<file path="src/hdl/pbfl_pkg.sv">
`default_nettype none
package pbfl_pkg;

    localparam int OFFSET_BITS_DEF = 32;

    localparam int DATA_W   = 8;
    localparam int LEN_W    = 32;
    localparam int STATUS_W = 2;
    localparam int ACC_W    = 64;
    localparam int CNT_W    = 4;
    localparam int PHASE_W  = 3;
    localparam int OUTC_W   = 2;

    localparam logic [CNT_W-1:0] VARINT_MAX_BYTES = 4'd10;

    localparam logic [PHASE_W-1:0] PH_TAG   = 3'd0;
    localparam logic [PHASE_W-1:0] PH_VALUE = 3'd1;
    localparam logic [PHASE_W-1:0] PH_LEN   = 3'd2;
    localparam logic [PHASE_W-1:0] PH_SKIP  = 3'd3;
    localparam logic [PHASE_W-1:0] PH_DONE  = 3'd4;

    localparam logic [OUTC_W-1:0] OUT_UNDECIDED = 2'd0;
    localparam logic [OUTC_W-1:0] OUT_FAILED    = 2'd1;
    localparam logic [OUTC_W-1:0] OUT_CANDIDATE = 2'd2;

    localparam logic [STATUS_W-1:0] ST_FOUND     = 2'd0;
    localparam logic [STATUS_W-1:0] ST_NOT_FOUND = 2'd1;
    localparam logic [STATUS_W-1:0] ST_OVERRUN   = 2'd2;

    localparam logic [2:0] WT_VARINT = 3'd0;
    localparam logic [2:0] WT_FIX64  = 3'd1;
    localparam logic [2:0] WT_LENGTH = 3'd2;
    localparam logic [2:0] WT_SGROUP = 3'd3;
    localparam logic [2:0] WT_EGROUP = 3'd4;
    localparam logic [2:0] WT_FIX32  = 3'd5;

    localparam logic [60:0] PAYLOAD_FIELD_ID = 61'h0f;

    localparam logic [ACC_W-1:0] SKIP_FIX64 = 64'd8;
    localparam logic [ACC_W-1:0] SKIP_FIX32 = 64'd4;

endpackage
`default_nettype wire

</file>
<file path="src/hdl/protobuf_payload_field_locator.sv">
// An accepted byte marked last yields its status on o_valid from the output register in the next cycle.
// Throughput: one byte per cycle while o_stall is low; bytes not marked last produce nothing.
// o_stall rises only while a status waits in the output register and i_stall is high.
// Reset (synchronous, active low) returns the scanner to tag parsing at offset 0.
// After each last byte the scanner restarts on its own for the next fragment.
`default_nettype none
module protobuf_payload_field_locator #(
    parameter int OFFSET_BITS = pbfl_pkg::OFFSET_BITS_DEF
) (
    input  wire logic                          i_clk,
    input  wire logic                          i_rst_n,
    input  wire logic                          i_valid,
    output logic                               o_stall,
    input  wire logic [pbfl_pkg::DATA_W-1:0]   i_data_byte,
    input  wire logic                          i_last_byte,
    input  wire logic [pbfl_pkg::LEN_W-1:0]    i_message_length,
    output logic                               o_valid,
    input  wire logic                          i_stall,
    output logic [pbfl_pkg::STATUS_W-1:0]      o_status,
    output logic [pbfl_pkg::LEN_W-1:0]         o_metadata_length,
    output logic [pbfl_pkg::LEN_W-1:0]         o_payload_offset
);
    import pbfl_pkg::*;

    localparam int OB = OFFSET_BITS;
    localparam logic [OB-1:0] MAX_OFF = {OB{1'b1}};

    logic [PHASE_W-1:0] r_phase, n_phase;
    logic [ACC_W-1:0]   r_acc, n_acc;
    logic [CNT_W-1:0]   r_cnt, n_cnt;
    logic               r_is_payload, n_is_payload;
    logic [OB-1:0]      r_pos, n_pos;
    logic [OB-1:0]      r_fstart, n_fstart;
    logic [ACC_W-1:0]   r_skip, n_skip;
    logic [OB-1:0]      r_cand_tag, n_cand_tag;
    logic [OB-1:0]      r_cand_pay, n_cand_pay;
    logic [OB:0]        r_cand_end, n_cand_end;
    logic [OUTC_W-1:0]  r_outc, n_outc;
    logic [LEN_W-1:0]   r_held, n_held;

    logic                r_out_valid;
    logic [STATUS_W-1:0] r_status, n_status;
    logic [LEN_W-1:0]    r_meta, n_meta;
    logic [LEN_W-1:0]    r_poff, n_poff;

    logic               in_acc;
    logic               out_acc;
    logic [ACC_W-1:0]   acc_sum;
    logic [ACC_W-1:0]   shifted;
    logic [CNT_W-1:0]   cnt_inc;
    logic [OB-1:0]      start;
    logic [OB+1:0]      end_sum;
    logic [ACC_W-1:0]   meta_ext;
    logic [ACC_W-1:0]   poff_ext;

    assign o_stall = r_out_valid & i_stall;
    assign in_acc  = i_valid & ~o_stall;
    assign out_acc = r_out_valid & ~i_stall;

    assign o_valid           = r_out_valid;
    assign o_status          = r_status;
    assign o_metadata_length = r_meta;
    assign o_payload_offset  = r_poff;

    assign shifted = {57'd0, i_data_byte[6:0]} << (7'(r_cnt) * 7'd7);
    assign acc_sum = (r_cnt < VARINT_MAX_BYTES) ? (r_acc | shifted) : r_acc;
    assign cnt_inc = r_cnt + 4'd1;
    assign start   = (r_pos == MAX_OFF) ? r_pos : r_pos + 1'b1;
    assign end_sum = (OB+2)'(start) + (OB+2)'(acc_sum[OB:0]);

    always_comb begin
        n_phase      = r_phase;
        n_acc        = r_acc;
        n_cnt        = r_cnt;
        n_is_payload = r_is_payload;
        n_fstart     = r_fstart;
        n_skip       = r_skip;
        n_cand_tag   = r_cand_tag;
        n_cand_pay   = r_cand_pay;
        n_cand_end   = r_cand_end;
        n_outc       = r_outc;
        n_held       = r_held;
        n_pos        = (r_pos == MAX_OFF) ? r_pos : r_pos + 1'b1;

        if (r_pos == '0) begin
            n_held = i_message_length;
        end

        unique case (r_phase)
            PH_TAG, PH_VALUE, PH_LEN: begin
                if (r_phase == PH_TAG && r_cnt == '0) begin
                    n_fstart = r_pos;
                end
                if (i_data_byte[7]) begin
                    n_acc = acc_sum;
                    n_cnt = cnt_inc;
                    if (cnt_inc >= VARINT_MAX_BYTES) begin
                        n_outc  = OUT_FAILED;
                        n_phase = PH_DONE;
                    end
                end else begin
                    n_acc = '0;
                    n_cnt = '0;
                    if (r_phase == PH_TAG) begin
                        n_is_payload = (acc_sum[63:3] == PAYLOAD_FIELD_ID);
                        unique case (acc_sum[2:0])
                            WT_VARINT: n_phase = PH_VALUE;
                            WT_LENGTH: n_phase = PH_LEN;
                            WT_FIX64: begin
                                n_phase = PH_SKIP;
                                n_skip  = SKIP_FIX64;
                            end
                            WT_FIX32: begin
                                n_phase = PH_SKIP;
                                n_skip  = SKIP_FIX32;
                            end
                            WT_SGROUP, WT_EGROUP: n_phase = PH_TAG;
                            default: begin
                                n_outc  = OUT_FAILED;
                                n_phase = PH_DONE;
                            end
                        endcase
                    end else if (r_phase == PH_VALUE) begin
                        n_phase = PH_TAG;
                    end else if (r_is_payload) begin
                        n_cand_tag = r_fstart;
                        n_cand_pay = start;
                        if ((|acc_sum[ACC_W-1:OB+1]) || end_sum[OB+1]) begin
                            n_cand_end = {(OB+1){1'b1}};
                        end else begin
                            n_cand_end = end_sum[OB:0];
                        end
                        n_outc  = OUT_CANDIDATE;
                        n_phase = PH_DONE;
                    end else if (acc_sum == '0) begin
                        n_phase = PH_TAG;
                    end else begin
                        n_skip  = acc_sum;
                        n_phase = PH_SKIP;
                    end
                end
            end
            PH_SKIP: begin
                if (r_skip != '0) begin
                    n_skip = r_skip - 1'b1;
                end
                if (n_skip == '0) begin
                    n_phase = PH_TAG;
                end
            end
            default: ;
        endcase

        n_status = ST_NOT_FOUND;
        meta_ext = 64'(n_held);
        poff_ext = '0;
        if (n_outc == OUT_CANDIDATE) begin
            if (n_cand_end >= (OB+1)'(r_pos)) begin
                n_status = ST_FOUND;
                meta_ext = 64'(n_cand_tag);
                poff_ext = 64'(n_cand_pay);
            end
        end else if (n_outc == OUT_UNDECIDED) begin
            if (n_phase == PH_SKIP && n_skip != '0) begin
                n_status = ST_OVERRUN;
            end
        end
        n_meta = meta_ext[LEN_W-1:0];
        n_poff = poff_ext[LEN_W-1:0];
    end

    always_ff @(posedge i_clk) begin
        if (!i_rst_n) begin
            r_phase      <= PH_TAG;
            r_acc        <= '0;
            r_cnt        <= '0;
            r_is_payload <= 1'b0;
            r_pos        <= '0;
            r_fstart     <= '0;
            r_skip       <= '0;
            r_cand_tag   <= '0;
            r_cand_pay   <= '0;
            r_cand_end   <= '0;
            r_outc       <= OUT_UNDECIDED;
            r_held       <= '0;
        end else if (in_acc) begin
            if (i_last_byte) begin
                r_phase      <= PH_TAG;
                r_acc        <= '0;
                r_cnt        <= '0;
                r_is_payload <= 1'b0;
                r_pos        <= '0;
                r_fstart     <= '0;
                r_skip       <= '0;
                r_cand_tag   <= '0;
                r_cand_pay   <= '0;
                r_cand_end   <= '0;
                r_outc       <= OUT_UNDECIDED;
                r_held       <= '0;
            end else begin
                r_phase      <= n_phase;
                r_acc        <= n_acc;
                r_cnt        <= n_cnt;
                r_is_payload <= n_is_payload;
                r_pos        <= n_pos;
                r_fstart     <= n_fstart;
                r_skip       <= n_skip;
                r_cand_tag   <= n_cand_tag;
                r_cand_pay   <= n_cand_pay;
                r_cand_end   <= n_cand_end;
                r_outc       <= n_outc;
                r_held       <= n_held;
            end
        end
    end

    always_ff @(posedge i_clk) begin
        if (!i_rst_n) begin
            r_out_valid <= 1'b0;
        end else if (in_acc && i_last_byte) begin
            r_out_valid <= 1'b1;
        end else if (out_acc) begin
            r_out_valid <= 1'b0;
        end
    end

    always_ff @(posedge i_clk) begin
        if (in_acc && i_last_byte) begin
            r_status <= n_status;
            r_meta   <= n_meta;
            r_poff   <= n_poff;
        end
    end

    a_restart_after_last: assert property (@(posedge i_clk) disable iff (!i_rst_n)
        in_acc && i_last_byte |=> r_pos == '0 && r_phase == PH_TAG && r_outc == OUT_UNDECIDED)
        else $error("scanner not restarted after last byte");

    a_done_decided: assert property (@(posedge i_clk) disable iff (!i_rst_n)
        r_phase == PH_DONE |-> r_outc != OUT_UNDECIDED)
        else $error("scan finished without an outcome");

    a_skip_nonzero: assert property (@(posedge i_clk) disable iff (!i_rst_n)
        r_phase == PH_SKIP |-> r_skip != '0)
        else $error("skip phase with nothing to skip");

    a_varint_bound: assert property (@(posedge i_clk) disable iff (!i_rst_n)
        r_phase != PH_DONE |-> r_cnt < VARINT_MAX_BYTES)
        else $error("varint byte count overran");

    a_found_has_candidate: assert property (@(posedge i_clk) disable iff (!i_rst_n)
        in_acc && i_last_byte && n_status == ST_FOUND |-> n_outc == OUT_CANDIDATE)
        else $error("found status without a candidate");

endmodule
`default_nettype wire

</file>
<file path="config.mk">
export PLATFORM = sky130hd
export DESIGN_NAME = protobuf_payload_field_locator
export DESIGN_NICKNAME = d
export VERILOG_FILES = /design/src/hdl/pbfl_pkg.sv /design/src/hdl/protobuf_payload_field_locator.sv
export SDC_FILE = /design/constraint.sdc
export NUM_CORES = 1
export LEC_CHECK = 0
export BUFFER_PORTS_ARGS = -buffer_cell sky130_fd_sc_hd__buf_2
export CAP_MARGIN = 20
export CORE_ASPECT_RATIO = 0.5
export CORE_MARGIN = 10
export CORE_UTILIZATION = 60
export CTS_CLUSTER_SIZE = 30
export DETAILED_ROUTE_END_ITERATION = 8
export MAX_ROUTING_LAYER = met4
export PLACE_DENSITY = 0.78
export SKIP_CTS_REPAIR_TIMING = 1
export SYNTH_ARGS = -nofsm -noshare
export SYNTH_HDL_FRONTEND = slang
export SYNTH_SLANG_ARGS = --single-unit
export TNS_END_PERCENT = 100
</file>
<file path="constraint.sdc">
create_clock -name i_clk -period 20.7 [get_ports i_clk]
set_input_delay 1.035 -clock i_clk [delete_from_list [all_inputs] [get_ports i_clk]]
set_output_delay 1.035 -clock i_clk [all_outputs]
set_load 0.01 [all_outputs]
</file>
==> metrics <==
post-synthesis cell count 2,795; slowest CP cell nor4_1; post-synth cell types 92; Crit path max-delay family compound AO/OA/AOI/OAI gates; fill count 3,165; Slew headroom 21.5%; most frequent CP cell nor4_1; die width 296 um; r2r endpoint o_metadata_length[17]; critical path depth in cells 25; fin crit period 9.32 ns; CTS Root Cell clkbuf_16; Post-synth ARST share 0%; WL final 81.6 mm; reg2reg start r_pos[3]; Layout Nets 2,890; register area 8630 sq um; vias in the first global route 20,900; Pwr per Cell Area 72.9 nW/um^2; core box area 37,500 sq um; Main synth FF type dfxtp_1; Avg Inst Size Synth 8.19 sq um; DRC violations left 0; ANT cells 0; CTS tree built; DRT iter0 DRCs 3,278; flop-to-flop setup slack 11.38 ns; CTS sink cnt 398; PortBufs 112; status completed; dpl ws 11.79 ns; worst vdd ir 62.8 uV; CP Data Required Time 20.98 ns; CP arrival 9.60 ns; most frequent cells in the layout nor2_1, dfxtp_1, a22oi_1, a21oi_1; # Max-Cap Violations 0; post-synthesis cell area 22,900 sq um; fin crit share 45.0%; f_max 107 MHz; post-layout util 66.4%; CTS buffer count 38; I/O pin count 113; #FFs+latches synth 398; initial antenna violation count 0; CTS clock-pin slew for the worst setup and hold paths 0.07 ns; Cell Area, Placed 23,600 sq um; sequential fraction of the synthesis area 37.7%; worst setup path end o_metadata_length[17]; layout cell share with drive strength beyond 1 9.81%; Yosys warning total 0; DR pass1 iterations 7; largest net degree at the start of global routing 93; clk_lat worst skew 0.57 ns; DP HPWL 57.1 mm; Worst setup SP type flip-flop; slowest stage delay, CP 0.80 ns; multi-input logic area 13,100 sq um; Worst-Margin Slew 1.18 ns; endpoints failing setup 0; Die H 158 um; Buf/Inv on CP 1; std cell rows 50; Pins Over Slew Limit 0; GRT overflow 0; commonest non-fill, non-tap cell in the layout nor2_1; Via density 6.98; RSZ-0062 raised after global routing no; H-tree depth 2; Pleak 9.99 nW; first-pass GRT wire length 125 mm; Crit Path Category flip-flop to flip-flop; Setup Skew 0.0212 ns; Design Area, Final 24,900 sq um; Finished Layout Cells 3,297; Post-DRT Antenna Nets 0; Total GRT Usage 34.5%; Post-synth EDFFs 66; placed insts 3,224; TNS Setup 0 ns; final hold violation count 0; die area 46,800 sq um; Placer Congestion 1.06; Starting Density 61.0%; Net Count, Synth 2,912; Area growth, synth to finish 8.87%; HP Class flip-flop to flip-flop; routed length per instance 24.8 um; Crit. Startpoint r_pos[3]; crit-path max FO 65; R2R depth 25; Setup crit end kind flip-flop; via count 23,000; Clock Path Buffers 3; PnR worst setup slack 11.38 ns
-- cells by family after synthesis --
| kind of cell | after synthesis | share of synthesized area, % |
|---|---|---|
| xor gates and xnor gates | 74 | 2.83 |
| adders and majority gates | 72 | 3.97 |
| muxes | 101 | 4.42 |
| and+or+nand+nor | 1004 | 21.3 |
| DFF | 398 | 37.7 |
| AOI/OAI and AO/OA | 837 | 24.5 |
| buffers and inverters | 309 | 5.27 |
-- state kept, by name, summed over array words and instances, names as in the netlist --
signal / cells
o_metadata_length: 32
r_phase: 3
r_acc: 64
o_payload_offset: 32
r_cand_tag: 32
o_status: 2
o_valid: 1
r_outc: 2
r_cand_end: 33
r_held: 32
r_skip: 64
r_pos: 32
r_fstart: 32
r_is_payload: 1
r_cand_pay: 32
r_cnt: 4
-- synthesized netlist by cell type, types with 7 or more instances --
cell       count  area (sq um)
nand2b_1      13          81.3
o31ai_1       15           113
xnor2_1       56           490
o21a_1        15           113
a22o_1        44           385
clkbuf_1     192           721
a41oi_1        8          70.1
nand3_1       76           380
o22a_1         8          70.1
o21ai_0      151           756
inv_1         89           334
a21oi_1      191           956
edfxtp_1      66          1980
a31oi_1       23           144
o211ai_1      19           143
o32ai_1        7          61.3
nor2_1       445          1670
or3_1         19           119
or2_2          8          50.1
ha_1          71           888
nand2_1      150           563
o41ai_1        7          61.3
a21o_1        15           113
and2_1        13          81.3
a22oi_1      198          1490
o21ai_1        7          35.0
nand4_1       44           275
xor2_1        18           158
or4_1         11          82.6
nor4_1        46           288
o22ai_1       15          93.8
mux2i_1      100          1000
and4_1        11          96.3
buf_2         17          85.1
a211oi_1      20           150
nor2b_1       14          87.6
a2bb2oi_1     14           123
and3_1        20           125
nor3_1        81           405
dfxtp_1      332          6650
-- per-layer routing --
| layer | vias to the layer above | global-route usage (%) | wire length, um |
|---|---|---|---|
| li1 | 10300 | - | - |
| met1 | 11000 | 45.5 | 33300 |
| met2 | 1496 | 50.4 | 34900 |
| met3 | 258 | 8.85 | 10200 |
| met4 | 0 | 13.1 | 3250 |
| met5 | - | - | 0 |
-- worst min-delay path by stage --
| stage | from | to | slack (ns) | cells past startpoint |
|---|---|---|---|---|
| 2_1_floorplan | r_cand_end[0] | r_cand_end[0] | 0.43 | 2 |
| 3_3_place_gp | r_cand_end[0] | r_cand_end[0] | 0.44 | 2 |
| 3_5_place_dp | r_cand_end[0] | r_cand_end[0] | 0.44 | 2 |
| 4_1_cts | r_acc[18] | r_acc[18] | 0.46 | 2 |
| 5_1_grt | r_acc[18] | r_acc[18] | 0.48 | 2 |
| 6_report | r_acc[17] | r_acc[17] | 0.46 | 2 |
-- area by class of cell --
cell class	count	share of cell area, %
sequential	398	34.6
tap	494	2.48
clock inverter	22	1.09
multi-input combinational	2088	52.7
timing repair buffer	157	3.67
inverter	90	1.38
clock buffer	48	4.05
-- per-stage QoR --
stage / hold WS [ns] / power [mW]
after floorplan: 0.425 / 0.995
after global placement: 0.435 / 1.08
after detailed placement: 0.445 / 1.08
after CTS: 0.457 / 1.80
after global routing: 0.484 / 1.86
final: 0.458 / 1.82
-- power by group --
group          switching, mW  leakage (nW)  internal [mW]
combinational          0.188          6.06         0.0794
clock                  0.338         0.620          0.403
sequential            0.0107          3.31          0.799
total                  0.537          9.99           1.28
-- worst reg2reg max path, delay by kind of cell, from the launching register on --
kind                       cells  cell delay, ns
AOI/OAI and AO/OA             11            3.45
xor gates and xnor gates       1            0.60
buffers and inverters          1            0.77
and+or+nand+nor                9            2.86
adders and majority gates      2            0.63
DFF                            1            0.48
muxes                          1            0.27
(Power assumes the default switching activity.)
